[config.mk]
export PLATFORM = sky130hd
export DESIGN_NAME = stream_byte_reassembler
export DESIGN_NICKNAME = d
export VERILOG_FILES = /design/src/sv/sbr_pkg.sv /design/src/sv/sbr_cell.sv /design/src/sv/sbr_run_count.sv /design/src/sv/stream_byte_reassembler.sv
export SDC_FILE = /design/constraint.sdc
export NUM_CORES = 2
export LEC_CHECK = 0
export ABC_AREA = 1
export ABC_CLOCK_PERIOD_IN_PS = 7400
export BUFFER_PORTS_ARGS = -buffer_cell sky130_fd_sc_hd__clkbuf_2
export CAP_MARGIN = 20
export CORE_UTILIZATION = 50
export CTS_BUF_LIST = sky130_fd_sc_hd__clkbuf_8
export DETAILED_ROUTE_END_ITERATION = 16
export HOLD_SLACK_MARGIN = 0.08
export PLACE_DENSITY_LB_ADDON = 0.2
export SETUP_SLACK_MARGIN = 0.2
export SYNTH_ARGS = -nofsm -noshare
export SYNTH_HDL_FRONTEND = slang
export SYNTH_HIERARCHICAL = 1
export SYNTH_SLANG_ARGS = --single-unit
[constraint.sdc]
create_clock -name clk -period 7.4 [get_ports clk]
set_input_delay 0 -clock clk [delete_from_list [all_inputs] [get_ports clk]]
set_output_delay 0 -clock clk [all_outputs]
set_load 0.02 [all_outputs]
[src/sv/sbr_pkg.sv]
// Shared types and constants for the stream byte reassembler.
// No dependencies; imported by sbr_cell, sbr_run_count and the top level.
`default_nettype none

package sbr_pkg;

  // Reassembly window depth, one cell per byte position
  localparam int WINDOW_DEPTH = 64;
  // Cell index width and width of a count of 0..WINDOW_DEPTH
  localparam int IDX_W        = $clog2(WINDOW_DEPTH);
  localparam int CNT_W        = $clog2(WINDOW_DEPTH + 1);
  // Run counter works on groups of eight cells
  localparam int GRP_W        = 8;
  localparam int NUM_GRP      = (WINDOW_DEPTH + GRP_W - 1) / GRP_W;
  localparam int LEAD_W       = $clog2(GRP_W + 1);
  // Fixed field widths
  localparam int POS_W        = 32;
  localparam int WIN_W        = 7;
  localparam logic [WIN_W-1:0] WIN_RESET = 7'd64;

  // Sequencer states
  typedef enum logic [2:0] {
    ST_IDLE,
    ST_STORE,
    ST_CNT1,
    ST_CNT2,
    ST_FIN,
    ST_EMIT
  } sbr_state_t;

  // Per-cell control from the sequencer
  typedef struct packed {
    logic       clr;    // drop held byte (stream closed)
    logic       shift;  // take the neighbor's contents
    logic       wr;     // store the request's byte here
    logic [7:0] wdata;
  } cell_ctrl_t;

endpackage

`default_nettype wire

[src/sv/sbr_cell.sv]
// One window cell: a held byte and its valid bit.
// Depends on sbr_pkg for the control struct.
`default_nettype none

module sbr_cell (
  input  logic              clk,
  input  logic              rst_n,
  input  sbr_pkg::cell_ctrl_t ctrl,
  input  logic              nb_vld,
  input  logic [7:0]        nb_dat,
  output logic              vld,
  output logic [7:0]        dat
);
  import sbr_pkg::*;

  logic       vld_r;
  logic [7:0] dat_r;

  // valid bit: clear wins, then shift toward the head, then store
  always_ff @(posedge clk) begin
    if (!rst_n) begin
      vld_r <= 1'b0;
    end else begin
      priority if (ctrl.clr) begin
        vld_r <= 1'b0;
      end else if (ctrl.shift) begin
        vld_r <= nb_vld;
      end else if (ctrl.wr) begin
        vld_r <= 1'b1;
      end else begin
        vld_r <= vld_r;
      end
    end
  end

  // payload, no reset
  always_ff @(posedge clk) begin
    priority if (ctrl.shift) begin
      dat_r <= nb_dat;
    end else if (ctrl.wr) begin
      dat_r <= ctrl.wdata;
    end else begin
      dat_r <= dat_r;
    end
  end

  assign vld = vld_r;
  assign dat = dat_r;

endmodule

`default_nettype wire

[src/sv/sbr_run_count.sv]
// Two-stage registered count of contiguous valid cells from the head.
// Depends on sbr_pkg for depth and group constants.
`default_nettype none

module sbr_run_count (
  input  logic                       clk,
  input  logic [sbr_pkg::WINDOW_DEPTH-1:0] vld_vec,
  output logic [sbr_pkg::CNT_W-1:0]  run_len
);
  import sbr_pkg::*;

  localparam int PAD_W = NUM_GRP * GRP_W;

  logic [PAD_W-1:0]      vld_pad;
  logic [LEAD_W-1:0]     lead_r [NUM_GRP];
  logic [NUM_GRP-1:0]    full_r;
  logic [CNT_W-1:0]      run_r;

  assign vld_pad = PAD_W'(vld_vec);

  // stage 1: leading-ones count inside each group of eight
  always_ff @(posedge clk) begin
    for (int g = 0; g < NUM_GRP; g++) begin
      logic              cont;
      logic [LEAD_W-1:0] cnt;
      cont = 1'b1;
      cnt  = '0;
      for (int j = 0; j < GRP_W; j++) begin
        if (cont && vld_pad[g*GRP_W + j]) begin
          cnt = cnt + 1'b1;
        end else begin
          cont = 1'b0;
        end
      end
      lead_r[g] <= cnt;
      full_r[g] <= cont;
    end
  end

  // stage 2: sum groups up to the first one with a hole
  always_ff @(posedge clk) begin
    logic             cont;
    logic [CNT_W-1:0] tot;
    cont = 1'b1;
    tot  = '0;
    for (int g = 0; g < NUM_GRP; g++) begin
      if (cont) begin
        tot = tot + CNT_W'(lead_r[g]);
      end
      if (!full_r[g]) begin
        cont = 1'b0;
      end
    end
    run_r <= tot;
  end

  assign run_len = run_r;

endmodule

`default_nettype wire

[src/sv/stream_byte_reassembler.sv]
// Top level of the stream byte reassembler: sequencer, stream pointers,
// cell row and run counter. Depends on sbr_pkg, sbr_cell, sbr_run_count.
//
//  channel   handshake            payload
//  --------  -------------------  -----------------------------------------------
//  request   start / busy         in_stream_index in_data_byte in_carries_byte
//                                 in_ends_stream
//  result    out_strobe           out_byte out_valid out_last_of_run
//                                 out_pending_bytes out_stream_closed
//  config    cfg_wr_en            cfg_wdata (window_size)
//
// A request is latched on acceptance, stored into the cell row, counted by
// the registered run counter, and the pointers settle; then one result per
// cycle goes out as the cell row shifts toward the head, one per released
// byte (a single status-only result if none), before the next acceptance.
// Reset clears all valid bits at once; no clearing pass.
// Results are one-cycle strobes; the receiver cannot stall them.
`default_nettype none

module stream_byte_reassembler (
  input  logic        clk,
  input  logic        rst_n,
  // request
  input  logic        start,
  output logic        busy,
  input  logic [31:0] in_stream_index,
  input  logic [7:0]  in_data_byte,
  input  logic        in_carries_byte,
  input  logic        in_ends_stream,
  // result
  output logic        out_strobe,
  output logic [7:0]  out_byte,
  output logic        out_valid,
  output logic        out_last_of_run,
  output logic [6:0]  out_pending_bytes,
  output logic        out_stream_closed,
  // config
  input  logic        cfg_wr_en,
  input  logic [6:0]  cfg_wdata
);
  import sbr_pkg::*;

  sbr_state_t state_r, state_nxt;

  logic [WIN_W-1:0] window_size_r;

  // latched request
  logic [POS_W-1:0] in_pos_r;
  logic [7:0]       in_dat_r;
  logic             in_has_r;
  logic             in_end_r;

  // stream state
  logic [POS_W-1:0] next_index_r;
  logic [POS_W-1:0] end_index_r;
  logic             end_known_r;
  logic             closed_flag_r;
  logic [CNT_W-1:0] pending_r;

  // per-run results
  logic [CNT_W-1:0] n_r;
  logic [CNT_W-1:0] emit_cnt_r;
  logic [CNT_W-1:0] pending_after_r;
  logic             closed_after_r;

  // cell row
  cell_ctrl_t           ctrl [WINDOW_DEPTH];
  logic                 cell_vld [WINDOW_DEPTH];
  logic [7:0]           cell_dat [WINDOW_DEPTH];
  logic [WINDOW_DEPTH-1:0] vld_vec;
  logic [CNT_W-1:0]     run_len;

  // sequencer outputs
  logic accept;
  logic store_ph;
  logic fin_ph;
  logic emit_ph;
  logic last_emit;
  logic shift_en;
  logic clr_en;

  // store decision
  logic [WIN_W-1:0] win_eff;
  logic [POS_W-1:0] off;
  logic             in_win;
  logic             end_set;
  logic             end_known_new;
  logic [POS_W-1:0] end_index_new;
  logic             past_end;
  logic [IDX_W-1:0] slot;
  logic             store_ok;
  logic             closed_now;

  assign accept = start && (state_r == ST_IDLE);

  // window, clipped to the cell count
  assign win_eff = (window_size_r > WIN_W'(WINDOW_DEPTH)) ? WIN_W'(WINDOW_DEPTH)
                                                          : window_size_r;
  assign off     = in_pos_r - next_index_r;
  assign in_win  = off < POS_W'(win_eff);

  // end mark taken first, then the byte checked against it
  assign end_set       = !closed_flag_r && in_end_r && in_win && !end_known_r;
  assign end_known_new = end_known_r || end_set;
  assign end_index_new = end_set ? (in_pos_r + POS_W'(in_has_r)) : end_index_r;
  assign past_end      = end_known_new && (off >= (end_index_new - next_index_r));
  assign slot          = off[IDX_W-1:0];
  assign store_ok      = store_ph && !closed_flag_r && in_has_r && in_win &&
                         !past_end && !cell_vld[slot];

  // stream closes when next index will reach a known end
  assign closed_now = end_known_r && ((next_index_r + POS_W'(run_len)) == end_index_r);

  // next state
  always_comb begin
    state_nxt = state_r;
    unique case (state_r)
      ST_IDLE:  if (start) state_nxt = ST_STORE;
      ST_STORE: state_nxt = ST_CNT1;
      ST_CNT1:  state_nxt = ST_CNT2;
      ST_CNT2:  state_nxt = ST_FIN;
      ST_FIN:   state_nxt = ST_EMIT;
      ST_EMIT:  if (last_emit) state_nxt = ST_IDLE;
      default:  state_nxt = ST_IDLE;
    endcase
  end

  // sequencer outputs
  always_comb begin
    busy      = 1'b1;
    store_ph  = 1'b0;
    fin_ph    = 1'b0;
    emit_ph   = 1'b0;
    unique case (state_r)
      ST_IDLE:  busy     = 1'b0;
      ST_STORE: store_ph = 1'b1;
      ST_CNT1,
      ST_CNT2:  ;
      ST_FIN:   fin_ph   = 1'b1;
      ST_EMIT:  emit_ph  = 1'b1;
      default:  busy     = 1'b1;
    endcase
  end

  assign last_emit = emit_ph && ((n_r == '0) || (emit_cnt_r == (n_r - 1'b1)));
  assign shift_en  = emit_ph && (n_r != '0);
  assign clr_en    = last_emit && closed_after_r;

  always_ff @(posedge clk) begin
    if (!rst_n) begin
      state_r <= ST_IDLE;
    end else begin
      state_r <= state_nxt;
    end
  end

  // config register
  always_ff @(posedge clk) begin
    if (!rst_n) begin
      window_size_r <= WIN_RESET;
    end else if (cfg_wr_en) begin
      window_size_r <= cfg_wdata;
    end
  end

  // request latch
  always_ff @(posedge clk) begin
    if (accept) begin
      in_pos_r <= in_stream_index;
      in_dat_r <= in_data_byte;
      in_has_r <= in_carries_byte;
      in_end_r <= in_ends_stream;
    end
  end

  // stream pointers and counts
  always_ff @(posedge clk) begin
    if (!rst_n) begin
      next_index_r  <= '0;
      end_index_r   <= '0;
      end_known_r   <= 1'b0;
      closed_flag_r <= 1'b0;
      pending_r     <= '0;
      emit_cnt_r    <= '0;
    end else begin
      if (store_ph) begin
        end_known_r <= end_known_new;
        end_index_r <= end_index_new;
        if (store_ok) begin
          pending_r <= pending_r + 1'b1;
        end
      end
      if (fin_ph) begin
        emit_cnt_r <= '0;
      end
      if (shift_en) begin
        next_index_r <= next_index_r + 1'b1;
        emit_cnt_r   <= emit_cnt_r + 1'b1;
      end
      if (last_emit) begin
        pending_r     <= pending_after_r;
        closed_flag_r <= closed_after_r;
      end
    end
  end

  // run results, settled before the first result goes out
  always_ff @(posedge clk) begin
    if (fin_ph) begin
      n_r             <= run_len;
      closed_after_r  <= closed_now;
      pending_after_r <= closed_now ? '0 : (pending_r - run_len);
    end
  end

  // cell row: cell i holds position next_index + i
  for (genvar i = 0; i < WINDOW_DEPTH; i++) begin : g_cell
    logic       nb_vld;
    logic [7:0] nb_dat;

    assign ctrl[i].clr   = clr_en;
    assign ctrl[i].shift = shift_en;
    assign ctrl[i].wr    = store_ok && (slot == IDX_W'(i));
    assign ctrl[i].wdata = in_dat_r;

    if (i == WINDOW_DEPTH - 1) begin : g_tail
      assign nb_vld = 1'b0;
      assign nb_dat = 8'd0;
    end else begin : g_body
      assign nb_vld = cell_vld[i+1];
      assign nb_dat = cell_dat[i+1];
    end

    sbr_cell u_cell (
      .clk    (clk),
      .rst_n  (rst_n),
      .ctrl   (ctrl[i]),
      .nb_vld (nb_vld),
      .nb_dat (nb_dat),
      .vld    (cell_vld[i]),
      .dat    (cell_dat[i])
    );

    assign vld_vec[i] = cell_vld[i];
  end

  sbr_run_count u_run (
    .clk     (clk),
    .vld_vec (vld_vec),
    .run_len (run_len)
  );

  // result ports
  assign out_strobe        = emit_ph;
  assign out_valid         = (n_r != '0);
  assign out_byte          = (n_r != '0) ? cell_dat[0] : 8'd0;
  assign out_last_of_run   = last_emit;
  assign out_pending_bytes = 7'(pending_after_r);
  assign out_stream_closed = closed_after_r;

endmodule

`default_nettype wire

==> run summary <==
### Worst setup path
• nature of the critical path startpoint: register
• arrival time reported for the critical path endpoint: 7960 ps
• Crit-path slowest cell: sky130_fd_sc_hd__fa_2
• slowest stage delay, CP: 400 ps
• data required time of the worst path: 7930 ps
• type of the worst setup path: register to register
• Worst setup EP type: register
• maximum fanout along the worst path: 8

### Global routing
• wire length of the first global-routing pass: 214000 um
• overall routing resource usage: 0.291
• global route overflow: 0
• number of antenna violations at the first check in global routing: 5
• largest net degree at the start of global routing: 157
• number of global-route vias before repair: 38798

### Timing
• maximum clock skew at final layout: 50.0 ps
• headroom to the max-slew limit: 0.104
• number of setup violations in the final report: 49
• final critical path time including I/O delays and setup: 7430 ps
• post-route clock period utilization: 1.00
• summed negative setup slack over all endpoints: -604 ps
• unrepaired setup endpoints after global routing: true
• transition time at the pin with the least slew margin: 1340 ps
• final worst slack: -32.1 ps
• final hold vios: 0
• final-report max-slew violation count: 0
• max frequency: 135 MHz

### Placement
• routability congestion estimate: 0.974
• half-perimeter wire length of the detailed placement result: 98100 um
• number of buffers added on ports: 72
• post-detailed-placement cell area: 51400 um^2

### Cells and area
• share of cells above drive strength 1: 0.184
• post-synthesis to final-layout area growth: 21.1%
• Finished Cell Area: 57100 um^2
• fin nets: 7034

### Die
• die outline height: 309 um
• Top Ports: 73
• die area: 95500 um^2
• starting density of the core: 0.505
• Core Region: 93300 um^2
• cell row count: 112
• x dimension of the die: 309 um

### Logic synthesis
• count of state elements after synthesis: 769
• cell type with the highest aggregate area in the netlist: sky130_fd_sc_hd__edfxtp_1
• yosys warns: 6
• sequential fraction of the synthesis area: 0.448
• EDFF count, synth: 569
• average cell area after synthesis: 7.75 um^2
• share of synthesized flip-flops with an asynchronous set or reset: 0
• number of library cell types mapped by synthesis: 63
• Synth area leaders: sky130_fd_sc_hd__edfxtp_1, sky130_fd_sc_hd__nand2_1, sky130_fd_sc_hd__dfxtp_1
• number of standard cells after synthesis: 6082
• proportion of netlist area held by the largest area contributor: 0.363
• most instantiated flip-flop cell in the synthesis netlist: sky130_fd_sc_hd__edfxtp_1
• netlist area before placement: 47100 um^2

### Pwr
• maximum vdd ir drop: 0.177 mV
• leakage: 27.1 nW
• areal power density over the cells: 215 nW/um^2

### Drt
• 1st-pass router iterations: 6
• average via count per standard cell: 5.12
• total wire length after detailed routing: 141000 um
• antenna-violating nets left: 0
• number of design-rule violations left by the first detailed-router iteration: 3810
• detailed-route wire length per cell: 17.4 um
• via count: 41741
• # DRC: 0

### Clock tree
• maximum buffer depth of the clock tree: 3
• clk sinks: 769
• clock tree from TritonCTS: built
• clock transition at the register clock pins on the worst setup and hold paths after CTS: 60 ps
• root buffer cell: sky130_fd_sc_hd__clkbuf_8
• insertion delay to the later sink of the worst-skew pair: 860 ps
• CTS H-tree lvls: 4
• number of clock buffers inserted by TritonCTS: 136

### Run status
• outcome: complete, but fails checks
• violated checks: setup timing

### Job
• # Max-Cap Violations: 0

### Worst hold path
• min-delay worst type: input port to register

[power by group]
| group | switching, mW | leakage [nW] | internal (mW) |
|---|---|---|---|
| sequential | 0.136 | 6.77 | 4.85 |
| clock | 1.89 | 1.59 | 2.14 |
| combinational | 1.90 | 18.7 | 1.34 |
[layout by cell type, fill, tap and decap left out, types with 68 or more instances in the layout]
cell	n
sky130_fd_sc_hd__o21ai_0	100
sky130_fd_sc_hd__clkbuf_8	156
sky130_fd_sc_hd__nand2_4	95
sky130_fd_sc_hd__dlygate4sd3_1	116
sky130_fd_sc_hd__buf_4	411
sky130_fd_sc_hd__inv_1	709
sky130_fd_sc_hd__xor2_1	113
sky130_fd_sc_hd__clkbuf_2	71
sky130_fd_sc_hd__nand3_1	154
sky130_fd_sc_hd__nand2_1	2581
sky130_fd_sc_hd__nor2_1	428
sky130_fd_sc_hd__a21oi_1	162
sky130_fd_sc_hd__nor2_2	145
sky130_fd_sc_hd__edfxtp_1	569
sky130_fd_sc_hd__inv_8	68
sky130_fd_sc_hd__dfxtp_1	200
sky130_fd_sc_hd__ha_1	163
[what timing repair did]
item / in CTS / in global routing
endpoints found under the setup margin: 582 / 587
gates cloned: 4 / 23
hold buffers: 116 / 0
buffers inserted: 15 / 15
gates resized for setup: 99 / 195
endpoints found under the hold margin: 137 / 0
pin swaps: 42 / 114
[per-layer routing]
layer  GRT usage  vias to the layer above  wire length, um
met5           0                        -               23
met4      0.0981                        4             4100
met3      0.0448                      275            10900
met2       0.470                     1574            65000
met1       0.400                    19194            61300
li1            -                    20694                -
[layout make-up]
cell class | instances | area [um^2]
Antenna cell | 2 | 5.00
Clock buffer | 156 | 2150
Timing Repair Buffer | 629 | 5110
Inverter | 786 | 3450
Multi-Input combinational cell | 4458 | 23100
Fill cell | 8251 | 36300
Clock inverter | 93 | 624
Tap cell | 1254 | 1570
Sequential cell | 769 | 21100
[worst max-delay path: cells and delay by family (launching register included)]
family | cells | cell delay (ps)
flip-flops | 1 | 390
adder cells (fa/ha/maj) | 5 | 1360
XOR/XNOR | 2 | 320
buffers and inverters | 13 | 1480
AND/OR/NAND/NOR | 26 | 2980
AO/OA/AOI/OAI | 4 | 570
[synthesized netlist by cell type, types with 16 or more instances]
cell and number:
sky130_fd_sc_hd__inv_1 706, sky130_fd_sc_hd__a21oi_1 187, sky130_fd_sc_hd__a31oi_1 22, sky130_fd_sc_hd__nor2_2 132, sky130_fd_sc_hd__inv_8 64, sky130_fd_sc_hd__nor3_1 52, sky130_fd_sc_hd__nand2_1 2620, sky130_fd_sc_hd__clkbuf_1 30
sky130_fd_sc_hd__nand3b_1 22, sky130_fd_sc_hd__or2_2 16, sky130_fd_sc_hd__nor2_1 462, sky130_fd_sc_hd__xnor2_1 56, sky130_fd_sc_hd__ha_1 190, sky130_fd_sc_hd__o21ai_0 108, sky130_fd_sc_hd__xor2_1 116, sky130_fd_sc_hd__dfxtp_1 200
sky130_fd_sc_hd__edfxtp_1 569, sky130_fd_sc_hd__nand3_1 169, sky130_fd_sc_hd__buf_6 66, sky130_fd_sc_hd__nand4_1 59, sky130_fd_sc_hd__o21a_1 16, sky130_fd_sc_hd__nand2_4 68
[cells by family (layout without fill, tap and decap cells)]
kind of cell,after synthesis,after routing,synth area share
AOI/OAI and AO/OA,385,385,0.0455
adders and majority gates,201,201,0.0551
xor gates and xnor gates,174,174,0.0327
muxes,5,5,0.00119
other,1,11,0.0000796
buffers and inverters,889,1664,0.0918
and+or+nand+nor,3658,3684,0.326
DFF,769,769,0.448
[final timing paths]
kind                                                 to           from  slack, ps  cells past startpoint
worst max-delay path            g_cell[1].u_cell/dat[3]    in_pos_r[0]        -30                     50
worst min-delay path              g_cell[39].u_cell/vld          rst_n        380                      6
worst max register to register  g_cell[1].u_cell/dat[3]    in_pos_r[0]        -30                     50
worst min register to register            emit_cnt_r[4]  emit_cnt_r[4]        480                      2
[stage by stage]
stage	std cells	hold slack [ps]	power (mW)	setup slack (ps)	utilization
finish	8147	377	12.3	-32.1	0.611
global route	8147	366	12.8	-374	0.611
CTS	8107	301	12.1	205	0.600
detailed placement	7723	179	7.86	-637	0.551
global placement	7722	177	7.83	-545	0.551
floorplan	6090	98.9	6.76	503	-
[state kept, by name, summed over array words and instances, names as in the netlist, 3 cells and up]
name	count
g_cell.u_cell/dat	512
g_cell.u_cell/vld	64
end_index_r	32
in_pos_r	32
next_index_r	32
u_run/lead_r	32
in_dat_r	8
emit_cnt_r	7
n_r	7
out_pending_bytes	7
pending_r	7
u_run/full_r	7
u_run/run_len	7
window_size_r	7
state_r	3
(Power assumes the default switching activity.)
